## src/design/bdlp_pkg.sv

```systemverilog
// ----------------------------------------------------------------------------
// bdlp_pkg
// Types, codes and the LED pattern table shared by the button debounce and
// LED pattern block.
// ----------------------------------------------------------------------------
package bdlp_pkg;

  localparam int unsigned DbW     = 7;
  localparam int unsigned MsW     = 16;
  localparam int unsigned TickW   = 7;
  localparam int unsigned PhaseW  = 11;
  localparam int unsigned BlinkW  = 4;
  localparam int unsigned CfgIdxW = 2;
  localparam int unsigned CfgW    = 16;

  localparam logic [DbW-1:0]    SameMax  = 7'd100;
  localparam logic [PhaseW-1:0] PhaseMax = 11'd2047;
  localparam logic [MsW-1:0]    PressMax = 16'hFFFF;

  localparam logic [DbW-1:0]   DebounceReset = 7'd3;
  localparam logic [MsW-1:0]   LongReset     = 16'd2000;
  localparam logic [MsW-1:0]   MinReset      = 16'd50;
  localparam logic [TickW-1:0] TickReset     = 7'd20;

  typedef enum logic {
    CMD_TICK = 1'b0,
    CMD_SET  = 1'b1
  } cmd_e;

  typedef enum logic [2:0] {
    ST_IDLE,
    ST_LOCAL_ACKED,
    ST_SENDING,
    ST_ACCEPTED,
    ST_ANSWERED,
    ST_CANCELLED,
    ST_FAILED
  } state_e;

  localparam logic [2:0] NumStates = 3'd7;

  typedef enum logic [1:0] {
    ACT_NONE,
    ACT_REQUEST,
    ACT_CANCEL,
    ACT_RESEND
  } action_e;

  typedef enum logic [1:0] {
    MODE_OFF,
    MODE_ON,
    MODE_BLINK
  } mode_e;

  typedef enum logic [CfgIdxW-1:0] {
    CFG_DEBOUNCE,
    CFG_LONG_PRESS,
    CFG_MIN_PRESS,
    CFG_TICK
  } cfg_idx_e;

  typedef struct packed {
    mode_e             mode;
    logic [PhaseW-1:0] on_ms;
    logic [PhaseW-1:0] off_ms;
    logic [BlinkW-1:0] times;
  } pattern_t;

  typedef struct packed {
    logic [DbW-1:0]   debounce_samples;
    logic [MsW-1:0]   long_press_ms;
    logic [MsW-1:0]   min_press_ms;
    logic [TickW-1:0] tick_ms;
  } cfg_t;

  typedef struct packed {
    cmd_e       command;
    logic       raw_level;
    logic [2:0] new_state;
  } item_t;

  typedef struct packed {
    logic   led_lit;
    state_e state;
    logic   changed;
  } led_res_t;

  function automatic pattern_t pattern_of(state_e st);
    pattern_t p;
    case (st)
      ST_IDLE:        p = '{MODE_OFF,   11'd0,   11'd0,   4'd0};
      ST_LOCAL_ACKED: p = '{MODE_BLINK, 11'd150, 11'd850, 4'd0};
      ST_SENDING:     p = '{MODE_BLINK, 11'd100, 11'd100, 4'd0};
      ST_ACCEPTED:    p = '{MODE_ON,    11'd0,   11'd0,   4'd0};
      ST_ANSWERED:    p = '{MODE_BLINK, 11'd120, 11'd120, 4'd6};
      ST_CANCELLED:   p = '{MODE_BLINK, 11'd400, 11'd400, 4'd4};
      ST_FAILED:      p = '{MODE_BLINK, 11'd80,  11'd80,  4'd10};
      default:        p = '{MODE_OFF,   11'd0,   11'd0,   4'd0};
    endcase
    return p;
  endfunction

endpackage

```

## src/design/bdlp_ifs.sv

```systemverilog
// ----------------------------------------------------------------------------
// bdlp channel interfaces
// Valid/ready channels for input items and result items.
// ----------------------------------------------------------------------------
interface bdlp_in_if;
  logic       valid;
  logic       ready;
  logic       command;
  logic       raw_level;
  logic [2:0] new_state;

  modport source (output valid, command, raw_level, new_state, input ready);
  modport sink (input valid, command, raw_level, new_state, output ready);
endinterface

interface bdlp_out_if;
  logic       valid;
  logic       ready;
  logic       led_lit;
  logic [1:0] action;
  logic [2:0] current_state;
  logic       state_changed;

  modport source (output valid, led_lit, action, current_state, state_changed,
                  input ready);
  modport sink (input valid, led_lit, action, current_state, state_changed,
                output ready);
endinterface

```

## src/design/bdlp_press.sv

```systemverilog
// ----------------------------------------------------------------------------
// bdlp_press
// Button debounce, press timer and press classification.
// ----------------------------------------------------------------------------
module bdlp_press (
  input  logic                clk_i,
  input  logic                rst_ni,
  input  logic                step_i,
  input  bdlp_pkg::item_t     item_i,
  input  bdlp_pkg::cfg_t      cfg_i,
  input  logic                idle_i,
  output bdlp_pkg::action_e   action_o
);

  logic                        last_q, last_d;
  logic                        stable_q, stable_d;
  logic [bdlp_pkg::DbW-1:0]    same_q, same_d;
  logic [bdlp_pkg::MsW-1:0]    press_q, press_d;
  logic [bdlp_pkg::MsW:0]      press_sum;
  logic [bdlp_pkg::MsW-1:0]    press_cur;
  logic                        level_taken;
  logic                        tick;

  assign tick = step_i && (item_i.command == bdlp_pkg::CMD_TICK);

  always_comb begin
    press_sum = {1'b0, press_q} + {{(bdlp_pkg::MsW + 1 - bdlp_pkg::TickW){1'b0}}, cfg_i.tick_ms};
    // press time only runs while the debounced level is pressed
    if (stable_q) begin
      press_cur = press_q;
    end else if (press_sum[bdlp_pkg::MsW]) begin
      press_cur = bdlp_pkg::PressMax;
    end else begin
      press_cur = press_sum[bdlp_pkg::MsW-1:0];
    end

    last_d = item_i.raw_level;
    if (item_i.raw_level != last_q) begin
      same_d = 7'd1;
    end else if (same_q < bdlp_pkg::SameMax) begin
      same_d = same_q + 7'd1;
    end else begin
      same_d = same_q;
    end

    // set commands never sample the button
    level_taken = (item_i.command == bdlp_pkg::CMD_TICK) &&
                  (same_d == cfg_i.debounce_samples) && (stable_q != item_i.raw_level);
    stable_d    = level_taken ? item_i.raw_level : stable_q;
    press_d     = (level_taken && !item_i.raw_level) ? '0 : press_cur;

    action_o = bdlp_pkg::ACT_NONE;
    if (level_taken && item_i.raw_level) begin
      if (press_cur >= cfg_i.long_press_ms) begin
        action_o = bdlp_pkg::ACT_RESEND;
      end else if (press_cur >= cfg_i.min_press_ms) begin
        action_o = idle_i ? bdlp_pkg::ACT_REQUEST : bdlp_pkg::ACT_CANCEL;
      end
    end
  end

  always_ff @(posedge clk_i or negedge rst_ni) begin
    if (!rst_ni) begin
      last_q   <= 1'b1;
      stable_q <= 1'b1;
      same_q   <= '0;
      press_q  <= '0;
    end else if (tick) begin
      last_q   <= last_d;
      stable_q <= stable_d;
      same_q   <= same_d;
      press_q  <= press_d;
    end
  end

endmodule

```

## src/design/bdlp_led.sv

```systemverilog
// ----------------------------------------------------------------------------
// bdlp_led
// Help state register and LED pattern sequencer.
// ----------------------------------------------------------------------------
module bdlp_led (
  input  logic                   clk_i,
  input  logic                   rst_ni,
  input  logic                   step_i,
  input  bdlp_pkg::item_t        item_i,
  input  logic [bdlp_pkg::TickW-1:0] tick_ms_i,
  output logic                   idle_o,
  output bdlp_pkg::led_res_t     res_o
);

  bdlp_pkg::state_e               state_q, state_d;
  logic [bdlp_pkg::PhaseW-1:0]    phase_q, phase_d;
  logic                           led_q, led_d;
  logic [bdlp_pkg::BlinkW-1:0]    blinks_q, blinks_d;
  logic [bdlp_pkg::PhaseW:0]      phase_sum;
  logic [bdlp_pkg::PhaseW-1:0]    phase_sat;
  logic [bdlp_pkg::BlinkW-1:0]    blinks_inc;
  bdlp_pkg::pattern_t             pat;
  bdlp_pkg::pattern_t             new_pat;
  bdlp_pkg::state_e               new_st;
  logic                           changed;

  assign idle_o = (state_q == bdlp_pkg::ST_IDLE);

  always_comb begin
    pat        = bdlp_pkg::pattern_of(state_q);
    new_st     = bdlp_pkg::state_e'(item_i.new_state);
    new_pat    = bdlp_pkg::pattern_of(new_st);
    phase_sum  = {1'b0, phase_q} +
                 {{(bdlp_pkg::PhaseW + 1 - bdlp_pkg::TickW){1'b0}}, tick_ms_i};
    phase_sat  = phase_sum[bdlp_pkg::PhaseW] ? bdlp_pkg::PhaseMax
                                             : phase_sum[bdlp_pkg::PhaseW-1:0];
    blinks_inc = blinks_q + 4'd1;

    state_d  = state_q;
    phase_d  = phase_q;
    led_d    = led_q;
    blinks_d = blinks_q;
    changed  = 1'b0;

    if (item_i.command == bdlp_pkg::CMD_SET) begin
      if ((item_i.new_state < bdlp_pkg::NumStates) && (new_st != state_q)) begin
        state_d  = new_st;
        phase_d  = '0;
        blinks_d = '0;
        led_d    = (new_pat.mode != bdlp_pkg::MODE_OFF);
        changed  = 1'b1;
      end
    end else begin
      phase_d = phase_sat;
      case (pat.mode)
        bdlp_pkg::MODE_OFF: begin
          led_d = 1'b0;
        end
        bdlp_pkg::MODE_ON: begin
          led_d = 1'b1;
        end
        bdlp_pkg::MODE_BLINK: begin
          if (led_q) begin
            if (phase_sat >= pat.on_ms) begin
              led_d   = 1'b0;
              phase_d = '0;
            end
          end else if (phase_sat >= pat.off_ms) begin
            // counted pattern falls back to idle after its last off phase
            if ((pat.times != '0) && (blinks_inc >= pat.times)) begin
              state_d  = bdlp_pkg::ST_IDLE;
              phase_d  = '0;
              blinks_d = '0;
              led_d    = 1'b0;
              changed  = 1'b1;
            end else begin
              if (pat.times != '0) begin
                blinks_d = blinks_inc;
              end
              led_d   = 1'b1;
              phase_d = '0;
            end
          end
        end
        default: begin
          led_d = 1'b0;
        end
      endcase
    end

    res_o.led_lit = led_d;
    res_o.state   = state_d;
    res_o.changed = changed;
  end

  always_ff @(posedge clk_i or negedge rst_ni) begin
    if (!rst_ni) begin
      state_q  <= bdlp_pkg::ST_IDLE;
      phase_q  <= '0;
      led_q    <= 1'b0;
      blinks_q <= '0;
    end else if (step_i) begin
      state_q  <= state_d;
      phase_q  <= phase_d;
      led_q    <= led_d;
      blinks_q <= blinks_d;
    end
  end

endmodule

```

## src/design/button_debounce_led_pattern.sv

```systemverilog
// ----------------------------------------------------------------------------
// button_debounce_led_pattern
// Pipeline: an accepted item is held in the input register, its result then
// in the result register; a stall on the result side can hold it in between.
// Throughput: one item per cycle while results are taken; the debounce, press
// and LED state all update in the cycle an item moves to the result register.
// Reset: asynchronous, clears pipeline valids and the button and LED state;
// config registers return to 3, 2000, 50 and 20.
// ----------------------------------------------------------------------------
module button_debounce_led_pattern (
  input  logic                          clk_i,
  input  logic                          rst_ni,
  input  logic                          cfg_we_i,
  input  logic [bdlp_pkg::CfgIdxW-1:0]  cfg_idx_i,
  input  logic [bdlp_pkg::CfgW-1:0]     cfg_wdata_i,
  bdlp_in_if.sink                       item_i,
  bdlp_out_if.source                    result_o
);

  bdlp_pkg::cfg_t      cfg_q;
  logic                s1_valid_q;
  bdlp_pkg::item_t     s1_item_q;
  logic                out_valid_q;
  logic                out_led_q;
  bdlp_pkg::action_e   out_action_q;
  bdlp_pkg::state_e    out_state_q;
  logic                out_changed_q;
  logic                advance;
  logic                in_xfer;
  logic                idle;
  bdlp_pkg::action_e   action;
  bdlp_pkg::led_res_t  led_res;

  // config writes
  always_ff @(posedge clk_i or negedge rst_ni) begin
    if (!rst_ni) begin
      cfg_q.debounce_samples <= bdlp_pkg::DebounceReset;
      cfg_q.long_press_ms    <= bdlp_pkg::LongReset;
      cfg_q.min_press_ms     <= bdlp_pkg::MinReset;
      cfg_q.tick_ms          <= bdlp_pkg::TickReset;
    end else if (cfg_we_i) begin
      case (bdlp_pkg::cfg_idx_e'(cfg_idx_i))
        bdlp_pkg::CFG_DEBOUNCE:   cfg_q.debounce_samples <= cfg_wdata_i[bdlp_pkg::DbW-1:0];
        bdlp_pkg::CFG_LONG_PRESS: cfg_q.long_press_ms    <= cfg_wdata_i;
        bdlp_pkg::CFG_MIN_PRESS:  cfg_q.min_press_ms     <= cfg_wdata_i;
        bdlp_pkg::CFG_TICK:       cfg_q.tick_ms          <= cfg_wdata_i[bdlp_pkg::TickW-1:0];
        default: ;
      endcase
    end
  end

  // the result register decouples the two sides
  assign advance      = s1_valid_q && (!out_valid_q || result_o.ready);
  assign item_i.ready = !s1_valid_q || advance;
  assign in_xfer      = item_i.valid && item_i.ready;

  always_ff @(posedge clk_i or negedge rst_ni) begin
    if (!rst_ni) begin
      s1_valid_q <= 1'b0;
    end else if (in_xfer) begin
      s1_valid_q <= 1'b1;
    end else if (advance) begin
      s1_valid_q <= 1'b0;
    end
  end

  always_ff @(posedge clk_i) begin
    if (in_xfer) begin
      s1_item_q.command   <= bdlp_pkg::cmd_e'(item_i.command);
      s1_item_q.raw_level <= item_i.raw_level;
      s1_item_q.new_state <= item_i.new_state;
    end
  end

  bdlp_press u_press (
    .clk_i    (clk_i),
    .rst_ni   (rst_ni),
    .step_i   (advance),
    .item_i   (s1_item_q),
    .cfg_i    (cfg_q),
    .idle_i   (idle),
    .action_o (action)
  );

  bdlp_led u_led (
    .clk_i     (clk_i),
    .rst_ni    (rst_ni),
    .step_i    (advance),
    .item_i    (s1_item_q),
    .tick_ms_i (cfg_q.tick_ms),
    .idle_o    (idle),
    .res_o     (led_res)
  );

  always_ff @(posedge clk_i or negedge rst_ni) begin
    if (!rst_ni) begin
      out_valid_q <= 1'b0;
    end else if (advance) begin
      out_valid_q <= 1'b1;
    end else if (result_o.ready) begin
      out_valid_q <= 1'b0;
    end
  end

  always_ff @(posedge clk_i) begin
    if (advance) begin
      out_led_q     <= led_res.led_lit;
      out_action_q  <= action;
      out_state_q   <= led_res.state;
      out_changed_q <= led_res.changed;
    end
  end

  assign result_o.valid         = out_valid_q;
  assign result_o.led_lit       = out_led_q;
  assign result_o.action        = out_action_q;
  assign result_o.current_state = out_state_q;
  assign result_o.state_changed = out_changed_q;

  // idle pattern never lights the LED
  assert property (@(posedge clk_i) disable iff (!rst_ni)
    (out_valid_q && (out_state_q == bdlp_pkg::ST_IDLE)) |-> !out_led_q)
    else $error("LED lit while idle");

  // entering any non-idle state starts with the LED on
  assert property (@(posedge clk_i) disable iff (!rst_ni)
    (out_valid_q && out_changed_q && (out_state_q != bdlp_pkg::ST_IDLE)) |-> out_led_q)
    else $error("state entry without LED on");

  // press events only come from tick items
  assert property (@(posedge clk_i) disable iff (!rst_ni)
    (advance && (action != bdlp_pkg::ACT_NONE)) |-> (s1_item_q.command == bdlp_pkg::CMD_TICK))
    else $error("press event on a set command");

endmodule

```

## src/flat_wrapper.sv

```systemverilog
// flat-port wrapper written by rule: the top's interface ports become plain ports
module button_debounce_led_pattern_flat 
  (clk_i, rst_ni, cfg_we_i, cfg_idx_i, cfg_wdata_i, item_i_valid, item_i_command, item_i_raw_level, item_i_new_state, item_i_ready, result_o_valid, result_o_led_lit, result_o_action, result_o_current_state, result_o_state_changed, result_o_ready);
  bdlp_in_if item_i_i ();
  bdlp_out_if result_o_i ();
  input  logic clk_i;
  input  logic rst_ni;
  input  logic cfg_we_i;
  input  logic [bdlp_pkg::CfgIdxW-1:0] cfg_idx_i;
  input  logic [bdlp_pkg::CfgW-1:0] cfg_wdata_i;
  input wire logic [$bits(item_i_i.valid)-1:0] item_i_valid;
  input wire logic [$bits(item_i_i.command)-1:0] item_i_command;
  input wire logic [$bits(item_i_i.raw_level)-1:0] item_i_raw_level;
  input wire logic [$bits(item_i_i.new_state)-1:0] item_i_new_state;
  output wire logic [$bits(item_i_i.ready)-1:0] item_i_ready;
  output wire logic [$bits(result_o_i.valid)-1:0] result_o_valid;
  output wire logic [$bits(result_o_i.led_lit)-1:0] result_o_led_lit;
  output wire logic [$bits(result_o_i.action)-1:0] result_o_action;
  output wire logic [$bits(result_o_i.current_state)-1:0] result_o_current_state;
  output wire logic [$bits(result_o_i.state_changed)-1:0] result_o_state_changed;
  input wire logic [$bits(result_o_i.ready)-1:0] result_o_ready;
  assign item_i_i.valid = item_i_valid;
  assign item_i_i.command = item_i_command;
  assign item_i_i.raw_level = item_i_raw_level;
  assign item_i_i.new_state = item_i_new_state;
  assign item_i_ready = item_i_i.ready;
  assign result_o_valid = result_o_i.valid;
  assign result_o_led_lit = result_o_i.led_lit;
  assign result_o_action = result_o_i.action;
  assign result_o_current_state = result_o_i.current_state;
  assign result_o_state_changed = result_o_i.state_changed;
  assign result_o_i.ready = result_o_ready;
  button_debounce_led_pattern u_core (.clk_i(clk_i), .rst_ni(rst_ni), .cfg_we_i(cfg_we_i), .cfg_idx_i(cfg_idx_i), .cfg_wdata_i(cfg_wdata_i), .item_i(item_i_i), .result_o(result_o_i));
endmodule
```

## config.mk

```make
export PLATFORM = sky130hd
export DESIGN_NAME = button_debounce_led_pattern_flat
export DESIGN_NICKNAME = d
export VERILOG_FILES = /design/src/design/bdlp_pkg.sv /design/src/design/bdlp_ifs.sv /design/src/design/bdlp_press.sv /design/src/design/bdlp_led.sv /design/src/design/button_debounce_led_pattern.sv /design/src/flat_wrapper.sv
export SDC_FILE = /design/constraint.sdc
export NUM_CORES = 1
export LEC_CHECK = 0
export BUFFER_PORTS_ARGS = -buffer_cell sky130_fd_sc_hd__buf_2
export CORE_MARGIN = 2
export CORE_UTILIZATION = 60
export DETAILED_ROUTE_END_ITERATION = 12
export PLACE_DENSITY_LB_ADDON = 0.12
export SYNTH_ARGS = -nofsm -noshare
export SYNTH_HDL_FRONTEND = slang
export SYNTH_SLANG_ARGS = --single-unit
```

## constraint.sdc

```tcl
create_clock -name clk_i -period 4.4 [get_ports clk_i]
set_input_delay 0.88 -clock clk_i [delete_from_list [all_inputs] [get_ports clk_i]]
set_output_delay 0.88 -clock clk_i [all_outputs]
set_load 0.01 [all_outputs]
```

==> results of run 1 <==
==> stage by stage <==
stage               total power (uW)  worst slack [ns]
floorplan                       3200             0.483
global placement                3710             0.246
detailed placement              3810             0.147
CTS                             4610             0.108
global route                    5050           0.00610
finish                          4660             0.313
==> synth_stat cells (6+ instances only) <==
master,count,area (um^2)
xnor2_1,9,78.8
dfrtp_1,77,1930
a21oi_1,47,235
nor2b_1,8,50.1
and3_1,16,100
nand4_1,9,56.3
inv_1,50,188
o21ai_0,29,145
a211oi_1,7,52.6
a22o_1,12,105
edfxtp_1,12,360
o211ai_1,6,45.0
and2_1,14,87.6
nand3_1,26,130
ha_1,66,826
dfstp_2,15,394
nand2b_1,18,113
mux2_2,49,552
o21a_1,6,45.0
xor2_1,12,105
a21o_1,22,165
nor3_1,11,55.1
nor2_1,27,101
nand2_1,48,180
clkbuf_1,17,63.8
a31oi_1,14,87.6
==> final cells by class <==
cell class / instances / area (um^2) / area share
inverter: 50 / 188 / 0.0242
multi-input combinational: 540 / 4160 / 0.537
sequential: 104 / 2680 / 0.346
tap: 143 / 179 / 0.0231
timing repair buffer: 46 / 258 / 0.0333
clock inverter: 6 / 50.0 / 0.00647
clock buffer: 10 / 229 / 0.0296
==> path summary, 6_finish.rpt <==
kind / slack, ns / end
max: 0.31 / u_core.result_o.state_changed
min: 0.50 / u_core.result_o.valid
max reg2reg: 0.31 / u_core.result_o.state_changed
min reg2reg: 0.50 / u_core.result_o.valid
max in group asynchronous: 2.83 / u_core.cfg_q[29]
min in group asynchronous: 0.64 / u_core.u_led.phase_q[2]
==> routing by layer <==
metal,global-route usage,share of wire
met4,0.0715,0.012
met5,0,0
met1,0.378,0.47
met3,0.0461,0.051
met2,0.443,0.47
==> worst max-delay path: cells and delay by family, from the launching register on <==
kind	cells	cell delay, ns
AOI/OAI and AO/OA	8	1.79
adders and majority gates	3	0.95
and+or+nand+nor	4	0.56
DFF	1	0.39
xor gates and xnor gates	1	0.16
==> where the power goes <==
part	switching, uW	total [uW]	internal (uW)
Combinational	1350	2450	1100
Clock	381	773	392
Sequential	234	1430	1200
==> repair_timing <==
action,CTS,global route
setup endpoints to repair,0,25
gates resized for setup,0,5
hold buffers,0,0
==> sequential cells by signal, summed over array words and instances, names as in the netlist <==
register                       flops
u_core.s1_item_q                   5
u_core.result_o.led_lit            1
u_core.result_o.valid              1
u_core.cfg_q                      46
u_core.result_o.action             2
u_core.u_led.blinks_q              4
u_core.result_o.state_changed      1
u_core.u_press.press_q            16
u_core.u_led.phase_q              11
u_core.result_o.current_state      3
u_core.u_press.stable_q            1
u_core.u_led.led_q                 1
u_core.u_led.state_q               3
u_core.s1_valid_q                  1
u_core.u_press.last_q              1
u_core.u_press.same_q              7
==> kinds of logic after synthesis <==
| kind of cell | Yosys count | synth area share |
|---|---|---|
| AO/OA/AOI/OAI | 194 | 0.190 |
| XOR/XNOR | 24 | 0.0338 |
| adder cells (fa/ha/maj) | 68 | 0.122 |
| buffers and inverters | 73 | 0.0409 |
| flip-flops | 104 | 0.378 |
| multiplexers | 53 | 0.0836 |
| AND/OR/NAND/NOR | 201 | 0.152 |
==> flow_summary.json, run 1 <==
{
  "final_cell_mix": "dfrtp_1, ha_1, inv_1",
  "path_cells": "ha_1 > fa_1 > a21o_1 > a31o_2 > and2_1 > o21ai_1 > xor2_1 > nand2_1 > ha_4 > a21oi_2 > nand2_1 > o41ai_2 > o221a_2 > a211oi_2 > a21o_1 > and2_1",
  "finalSetupViolations": 0,
  "worstPathArrival_ns": 4.21,
  "synth_seq_cells": 104,
  "synth_area_per_cell_um2": 9.90,
  "cts.clk_slew.worst_paths_ns": 0.07,
  "grt_usage": 0.271,
  "r2r-start": "u_core.u_led.phase_q[0]",
  "synth_edf_count": 12,
  "fin_cells": 899,
  "ant_nets": 0,
  "portBuffers": 36,
  "cts_made_buffers": 9,
  "finalInstanceArea_um2": 7740,
  "drtIter0Drc": 363,
  "gp_congestion": 0.876,
  "cts.htree.levels": 3,
  "min_period_ns": 4.09,
  "diodes": 0,
  "rows": 39,
  "max-vdd-ir-drop_mv": 0.391,
  "clockBufferDepth": 2,
  "fp.dieW_um": 113,
  "hold_start": "u_core.s1_valid_q",
  "routedWlPerCell_um": 18.1,
  "syn-instance-count": 717,
  "cp.required_ns": 4.52,
  "syn_area_um2": 7100,
  "hp-class": "flip-flop to flip-flop",
  "hold_depth": 1,
  "critPathSlowestCell": "fa_1",
  "die_y_um": 113,
  "dieArea_um2": 12700,
  "finalHoldViolations": 0,
  "drv_cap": 0,
  "worst_pin_slew_ns": 1.26,
  "syn-num-nets": 813,
  "async_reset_ff_frac": 0.885,
  "start_util": 0.619,
  "synth_warnings": 0,
  "crit_path_end_kind": "flip-flop",
  "cts.sinks": 104,
  "ys_seq_area_frac": 0.378,
  "clock.fmax_mhz": 245,
  "drive_above_1_share": 0.194,
  "hpwl_mm": 12.1,
  "wirelength_mm": 16.3,
  "path_class": "flip-flop to flip-flop",
  "postCtsSetupBuffers": 0,
  "fill_cells": 911,
  "synthToLayoutAreaGrowth_pct": 9.04,
  "power_leakage_uw": 0.00370,
  "maxSlewHeadroom": 0.159,
  "placedCellCount": 883,
  "setup_tns_ns": 0,
  "post_drt_via_cell_ratio": 6.22,
  "worst_hold_slack_ns": 0.502,
  "num_vias": 5590,
  "drtPass1Iterations": 5,
  "max_stage_delay_ns": 0.42,
  "ios": 37,
  "path_max_fanout": 7,
  "critPathLaunch": "u_core.u_led.phase_q[0]",
  "rsz0062_at_grt": "false",
  "r2r_cells": 16,
  "core_area_um2": 11500,
  "grt_pass1_wl_mm": 27.5,
  "cts_tree": "done",
  "grt_overflow_total": 0,
  "fin_nets": 847,
  "outcome": "complete, no violations",
  "clock_skew_ns": 0.0116,
  "slew_violations": 0,
  "root_buffer": "clkbuf_16",
  "mostFrequentLayoutCell": "dfrtp_1",
  "powerDensity_nw_per_um2": 602,
  "grt_pass1_vias": 5577,
  "cp-start-kind": "flip-flop",
  "place_area_um2": 7430,
  "min_period_over_period": 0.929,
  "grt_max_degree": 72,
  "fin_util": 0.675,
  "synthFlopType": "dfrtp_1",
  "synth.distinct_cells": 74,
  "antenna_found_initial": 0,
  "post-route-drc-count": 0,
  "clk_latency_ns": 0.36
}
(Power assumes the default switching activity.)
==> inputs of run 2 (changes only) <==
--- a/config.mk
+++ b/config.mk
@@ -5,6 +5,7 @@
 export SDC_FILE = /design/constraint.sdc
 export NUM_CORES = 1
 export LEC_CHECK = 0
+export ABC_AREA = 1
 export BUFFER_PORTS_ARGS = -buffer_cell sky130_fd_sc_hd__buf_2
 export CORE_MARGIN = 2
 export CORE_UTILIZATION = 60
==> flow_summary.json, run 2 <==
{
  "rows": 39,
  "path_cells": "ha_1 > inv_1 > fa_1 > o21ai_0 > nand2_1 > nand2_1 > inv_1 > nor2_1 > inv_2 > nand3_1 > o21ai_0 > inv_1 > ha_1 > a21oi_1 > nor2_1 > a211oi_1 > o221ai_1 > nand2_1 > nand3_1 > a21oi_1 > nor2_1",
  "start_util": 0.620,
  "pwr-share-seq": 0.302,
  "hold_start": "u_core.u_press.last_q",
  "routedWlPerCell_um": 14.2,
  "ant_nets": 0,
  "ys_seq_area_frac": 0.375,
  "clkPwrFrac": 0.164,
  "synth_warnings": 0,
  "drtIter0Drc": 354,
  "slew_violations": 0,
  "synth_top_area_frac": 0.270,
  "synthFlopType": "dfrtp_1",
  "cts_made_buffers": 9,
  "syn-num-nets": 1029,
  "grt_usage": 0.262,
  "setup_tns_ns": 0,
  "min_period_ns": 3.56,
  "gp_congestion": 0.934,
  "min_period_over_period": 0.809,
  "core_area_um2": 11500,
  "max_stage_delay_ns": 0.41,
  "power_uw": 4810,
  "post-route-drc-count": 0,
  "ctsResizeCount": 0,
  "worst_pin_slew_ns": 1.11,
  "critPathTopFamily": "compound AO/OA/AOI/OAI gates",
  "clk_latency_ns": 0.36,
  "ctsHoldBuffers": 0,
  "maxSlewHeadroom": 0.256,
  "cts.htree.levels": 3,
  "cts_tree": "done",
  "combPwrFrac": 0.534,
  "cp-start-kind": "flip-flop",
  "r2r-start": "u_core.cfg_q[0]",
  "fp.dieW_um": 113,
  "switching_share": 0.458,
  "antenna_found_initial": 0,
  "critPathLaunch": "u_core.cfg_q[0]",
  "cts.sinks": 104,
  "num_vias": 5996,
  "synth_area_per_cell_um2": 7.66,
  "final_cell_mix": "nand2_1, inv_1, o21ai_0",
  "busiest_layer": "met2",
  "fin_util": 0.669,
  "clock_skew_ns": 0.00727,
  "largest_reg_flops": 46,
  "root_buffer": "clkbuf_16",
  "power_leakage_uw": 0.00394,
  "worstPathArrival_ns": 3.68,
  "yosysMostFrequentCell": "nand2_1",
  "critPathSlowestCell": "fa_1",
  "drtPass1Iterations": 4,
  "hpwl_mm": 11.7,
  "fin_nets": 1057,
  "outcome": "complete, no violations",
  "max-vdd-ir-drop_mv": 0.410,
  "cts.clk_slew.worst_paths_ns": 0.08,
  "rsz0062_at_grt": "false",
  "yosys-top-cells-area": "dfrtp_1, nand2_1, ha_1, inv_1, o21ai_0",
  "syn-instance-count": 933,
  "diodes": 0,
  "path_max_fanout": 7,
  "postCtsSetupBuffers": 0,
  "switching_power_uw": 2200,
  "grt_overflow_total": 0,
  "reg_top3": "u_core.cfg_q: 46 flops, u_core.u_press.press_q: 16 flops, u_core.u_led.phase_q: 11 flops",
  "post_drt_via_cell_ratio": 5.41,
  "critPathBufInv": 4,
  "largest-register": "u_core.cfg_q",
  "synth_seq_cells": 104,
  "mostFrequentLayoutCell": "nand2_1",
  "multi_input_area_um2": 3820,
  "intPower_uw": 2610,
  "crit_path_end_kind": "flip-flop",
  "gr-usage-met3": 0.0412,
  "finalHoldViolations": 0,
  "synthToLayoutAreaGrowth_pct": 7.83,
  "grt_use_met1": 0.388,
  "synth_common_cells": "nand2_1, inv_1, o21ai_0",
  "async_reset_ff_frac": 0.885,
  "synth_edf_count": 12,
  "grt_pass1_wl_mm": 26.7,
  "cp.required_ns": 4.52,
  "met2_usage": 0.404,
  "synth.distinct_cells": 51,
  "path_class": "flip-flop to flip-flop",
  "drv_cap": 0,
  "powerDensity_nw_per_um2": 624,
  "clock.fmax_mhz": 281,
  "finalSetupViolations": 0,
  "clockBufferDepth": 2,
  "ios": 37,
  "drive_above_1_share": 0.135,
  "wirelength_mm": 15.8,
  "grt_pass1_vias": 5626,
  "hp-class": "flip-flop to flip-flop",
  "dieArea_um2": 12800,
  "portBuffers": 36,
  "grt_max_degree": 70,
  "ff_latch_area_um2": 2680,
  "fill_cells": 1006,
  "synth_area_leader_cell": "dfrtp_1",
  "syn_area_um2": 7140,
  "die_y_um": 113
}
run 2: cell count changes after synthesis, sizes merged, moves of 14 or more:
cell,delta
inv,+88
and3,-16
a31oi,-14
o21ai,+69
mux2,-50
nand2b,-18
and2,-14
a21o,-22
nor2,+33
nand3,+32
nand2,+216
run 2: final timing paths:
kind                            slack, ns                         end  cells after the start
worst max register to register       0.84   u_core.result_o.action[0]                     21
worst min register to register       0.49       u_core.u_press.last_q                      2
min in group asynchronous            0.64  u_core.u_press.press_q[10]                      1
worst min-delay path                 0.49       u_core.u_press.last_q                      2
worst max-delay path                 0.84   u_core.result_o.action[0]                     21
max in group asynchronous            2.95            u_core.cfg_q[30]                      2
run 2: cells by family (layout without fill, tap and decap cells):
family / Yosys count / after routing / share of synthesized area
and+or+nand+nor: 418 / 418 / 0.256
AOI/OAI and AO/OA: 166 / 166 / 0.136
buffers and inverters: 161 / 194 / 0.0895
DFF: 104 / 104 / 0.375
adders and majority gates: 68 / 68 / 0.121
xor gates and xnor gates: 16 / 16 / 0.0217
run 2: layout make-up:
type                       count  share of cell area
inverter                     139              0.0677
clock buffer                   9              0.0292
tap                          143              0.0232
multi-input combinational    668               0.497
sequential                   104               0.348
clock inverter                 7             0.00845
timing repair buffer          39              0.0266
run 2: worst register-to-register path: cells and delay by family (launching register included):
family,cells,cell delay (ns)
buffers and inverters,4,0.34
flip-flops,1,0.38
AND/OR/NAND/NOR,8,0.69
adder cells (fa/ha/maj),3,0.86
AO/OA/AOI/OAI,6,1.05
run 2: power groups by stage:
stage / Clock (uW) / Combinational [uW] / Sequential, uW
6_report: 790 / 2570 / 1450
5_1_grt: 843 / 2960 / 1490
4_1_cts: 806 / 2550 / 1450
3_5_place_dp: 0 / 2530 / 1460
3_3_place_gp: 0 / 2490 / 1460
2_1_floorplan: 0 / 2020 / 1390
run 2: through the flow:
| stage | std cells | worst slack [ns] | hold WS, ns | instance area [um^2] |
|---|---|---|---|---|
| finish | 1109 | 0.839 | 0.486 | 7700 |
| global route | 1109 | 0.465 | 0.504 | 7700 |
| CTS | 1109 | 0.838 | 0.489 | 7700 |
| detailed placement | 1093 | 0.921 | 0.474 | 7410 |
| global placement | 1093 | 0.907 | 0.466 | 7410 |
| floorplan | 933 | 1.36 | 0.453 | 7140 |
run 2: layer usage:
layer | routed length (um) | part of all wire | up-vias
met5 | 0 | 0 | -
met3 | 777 | 0.049 | 13
met2 | 6840 | 0.43 | 128
met4 | 183 | 0.012 | 0
met1 | 7970 | 0.51 | 2764
li1 | - | - | 3091
==> inputs of run 3 (changes only) <==
--- a/config.mk
+++ b/config.mk
@@ -8,7 +8,7 @@
 export ABC_AREA = 1
 export BUFFER_PORTS_ARGS = -buffer_cell sky130_fd_sc_hd__buf_2
 export CORE_MARGIN = 2
-export CORE_UTILIZATION = 60
+export CORE_UTILIZATION = 56
 export DETAILED_ROUTE_END_ITERATION = 12
 export PLACE_DENSITY_LB_ADDON = 0.12
 export SYNTH_ARGS = -nofsm -noshare
==> constraint.sdc (replaced) <==
create_clock -name clk_i -period 2.99 [get_ports clk_i]
set_input_delay 0.598 -clock clk_i [delete_from_list [all_inputs] [get_ports clk_i]]
set_output_delay 0.598 -clock clk_i [all_outputs]
set_load 0.01 [all_outputs]
==> flow_summary.json, run 3 (synthesis gave the netlist of run 2 again) <==
{
  "die_y_um": 117,
  "num_vias": 6885,
  "clk_latency_ns": 0.36,
  "ant_nets": 0,
  "fin_ws_ns": -0.351,
  "min_period_over_period": 1.12,
  "crit_path_end_kind": "flip-flop",
  "grt_pass1_vias": 6099,
  "fin_nets": 1161,
  "slew_violations": 0,
  "drtPass1Iterations": 5,
  "routedWlPerCell_um": 16.9,
  "switching_share": 0.455,
  "cp.required_ns": 3.22,
  "largest-register": "u_core.cfg_q",
  "largest_reg_flops": 46,
  "mostFrequentLayoutCell": "nand2_1",
  "cts.htree.levels": 3,
  "dpl_worst_slack_ns": -0.407,
  "start_util": 0.571,
  "clock.fmax_mhz": 299,
  "rows": 41,
  "final_cell_mix": "nand2_1, inv_1, buf_4",
  "finalHoldViolations": 0,
  "worst_pin_slew_ns": 0.638,
  "switching_power_uw": 4570,
  "ios": 37,
  "power_leakage_uw": 0.00462,
  "cts_tree": "done",
  "cts.sinks": 104,
  "max-vdd-ir-drop_mv": 0.865,
  "core_area_um2": 12500,
  "pwr-share-seq": 0.216,
  "powerDensity_nw_per_um2": 1050,
  "reg_top3": "u_core.cfg_q: 46 flops, u_core.u_press.press_q: 16 flops, u_core.u_led.phase_q: 11 flops",
  "clockBufferDepth": 2,
  "synthToLayoutAreaGrowth_pct": 33.8,
  "clock_skew_ns": 0.00744,
  "drv_cap": 0,
  "outcome": "finished with violations",
  "hpwl_mm": 12.5,
  "wirelength_mm": 21.0,
  "rsz0062_at_grt": "true",
  "drtIter0Drc": 546,
  "intPower_uw": 5460,
  "fin_util": 0.764,
  "fp.dieW_um": 117,
  "post_drt_via_cell_ratio": 5.54,
  "post-route-drc-count": 0,
  "finalSetupViolations": 26,
  "grt_overflow_total": 0,
  "grt_max_degree": 56,
  "cp-start-kind": "flip-flop",
  "min_period_ns": 3.34,
  "antenna_found_initial": 0,
  "root_buffer": "clkbuf_16",
  "diodes": 0,
  "violations": "setup timing",
  "cts.clk_slew.worst_paths_ns": 0.08,
  "cts_made_buffers": 9,
  "portBuffers": 36,
  "path_class": "flip-flop to flip-flop",
  "power_uw": 10000,
  "maxSlewHeadroom": 0.573,
  "dieArea_um2": 13700,
  "combPwrFrac": 0.667,
  "path_max_fanout": 4,
  "gp_congestion": 0.900,
  "clkPwrFrac": 0.118,
  "grt_usage": 0.274,
  "hp-class": "primary input to async pin",
  "drive_above_1_share": 0.363,
  "ctsHoldBuffers": 0,
  "grt_pass1_wl_mm": 29.0,
  "worstPathArrival_ns": 3.57
}
run 3: cell count changes in the layout (fill, tap and decap cells not counted), sizes merged:
| cell | previous run | this run |
|---|---|---|
| clkbuf | 9 | 10 |
| inv | 141 | 139 |
| clkinvlp | 1 | 2 |
| buf | 39 | 143 |
run 3: per-stage QoR:
stage | std cells | TNS, ns | hold slack (ns) | area (um^2)
floorplan | 933 | 0 | 0.302 | 7140
CTS | 1220 | -1.18 | 0.230 | 8720
detailed placement | 1187 | -5.33 | 0.474 | 7950
global route | 1242 | -9.30 | 0.239 | 9560
finish | 1242 | -5.59 | 0.207 | 9560
global placement | 1187 | -4.37 | 0.466 | 7950
run 3: final timing paths:
check	from	endpoint	slack, ns	cells after the start
max reg2reg	u_core.cfg_q[4]	u_core.u_led.phase_q[7]	-0.35	20
max in group asynchronous	rst_ni	u_core.cfg_q[39]	2.05	2
max	u_core.cfg_q[4]	u_core.u_led.phase_q[7]	-0.35	20
min in group clk_i	item_i_command	u_core.s1_item_q[4]	0.41	1
min reg2reg	u_core.cfg_q[15]	u_core.cfg_q[15]	0.49	2
min	rst_ni	u_core.cfg_q[34]	0.21	1
run 3: repair_timing:
item                                    in CTS  in global routing
endpoints found under the setup margin      26                 26
resized for setup                           79                149
buffers inserted                            17                 23
pin swaps                                   33                 60
run 3: layout make-up:
type / count / area (um^2)
timing repair buffer: 143 / 1040
sequential: 104 / 2690
fill: 886 / 2960
tap: 172 / 215
clock buffer: 10 / 250
multi-input combinational: 668 / 4800
clock inverter: 6 / 41.3
inverter: 139 / 524
run 3: worst max-delay path, stage by stage, from the launching register on:
cell	delay, ns
dfstp_2	0.58
ha_4	0.23
nand2_2	0.06
nand2_2	0.08
a21oi_4	0.20
nand2_4	0.11
buf_6	0.14
xor2_2	0.15
nand2_2	0.13
ha_4	0.31
nand3_2	0.11
nor3_4	0.21
nand3_2	0.07
nand2_1	0.09
nand2_1	0.07
nand2_2	0.08
nand2_2	0.07
a21oi_4	0.24
inv_2	0.11
nand3_2	0.09
o21ai_2	0.07
run 3: routing by layer:
metal,global-route usage,vias up,share of wire
li1,-,3304,-
met1,0.390,3237,0.42
met2,0.424,278,0.48
met3,0.0453,66,0.067
met4,0.104,0,0.036
met5,0,-,0
run 3: power by group through the flow:
stage / Combinational, uW / Sequential, uW / Clock [uW]
floorplan: 2980 / 2040 / 0
global placement: 4280 / 2110 / 0
detailed placement: 4340 / 2110 / 0
CTS: 5000 / 2120 / 1190
global route: 7280 / 2200 / 1250
finish: 6690 / 2170 / 1180
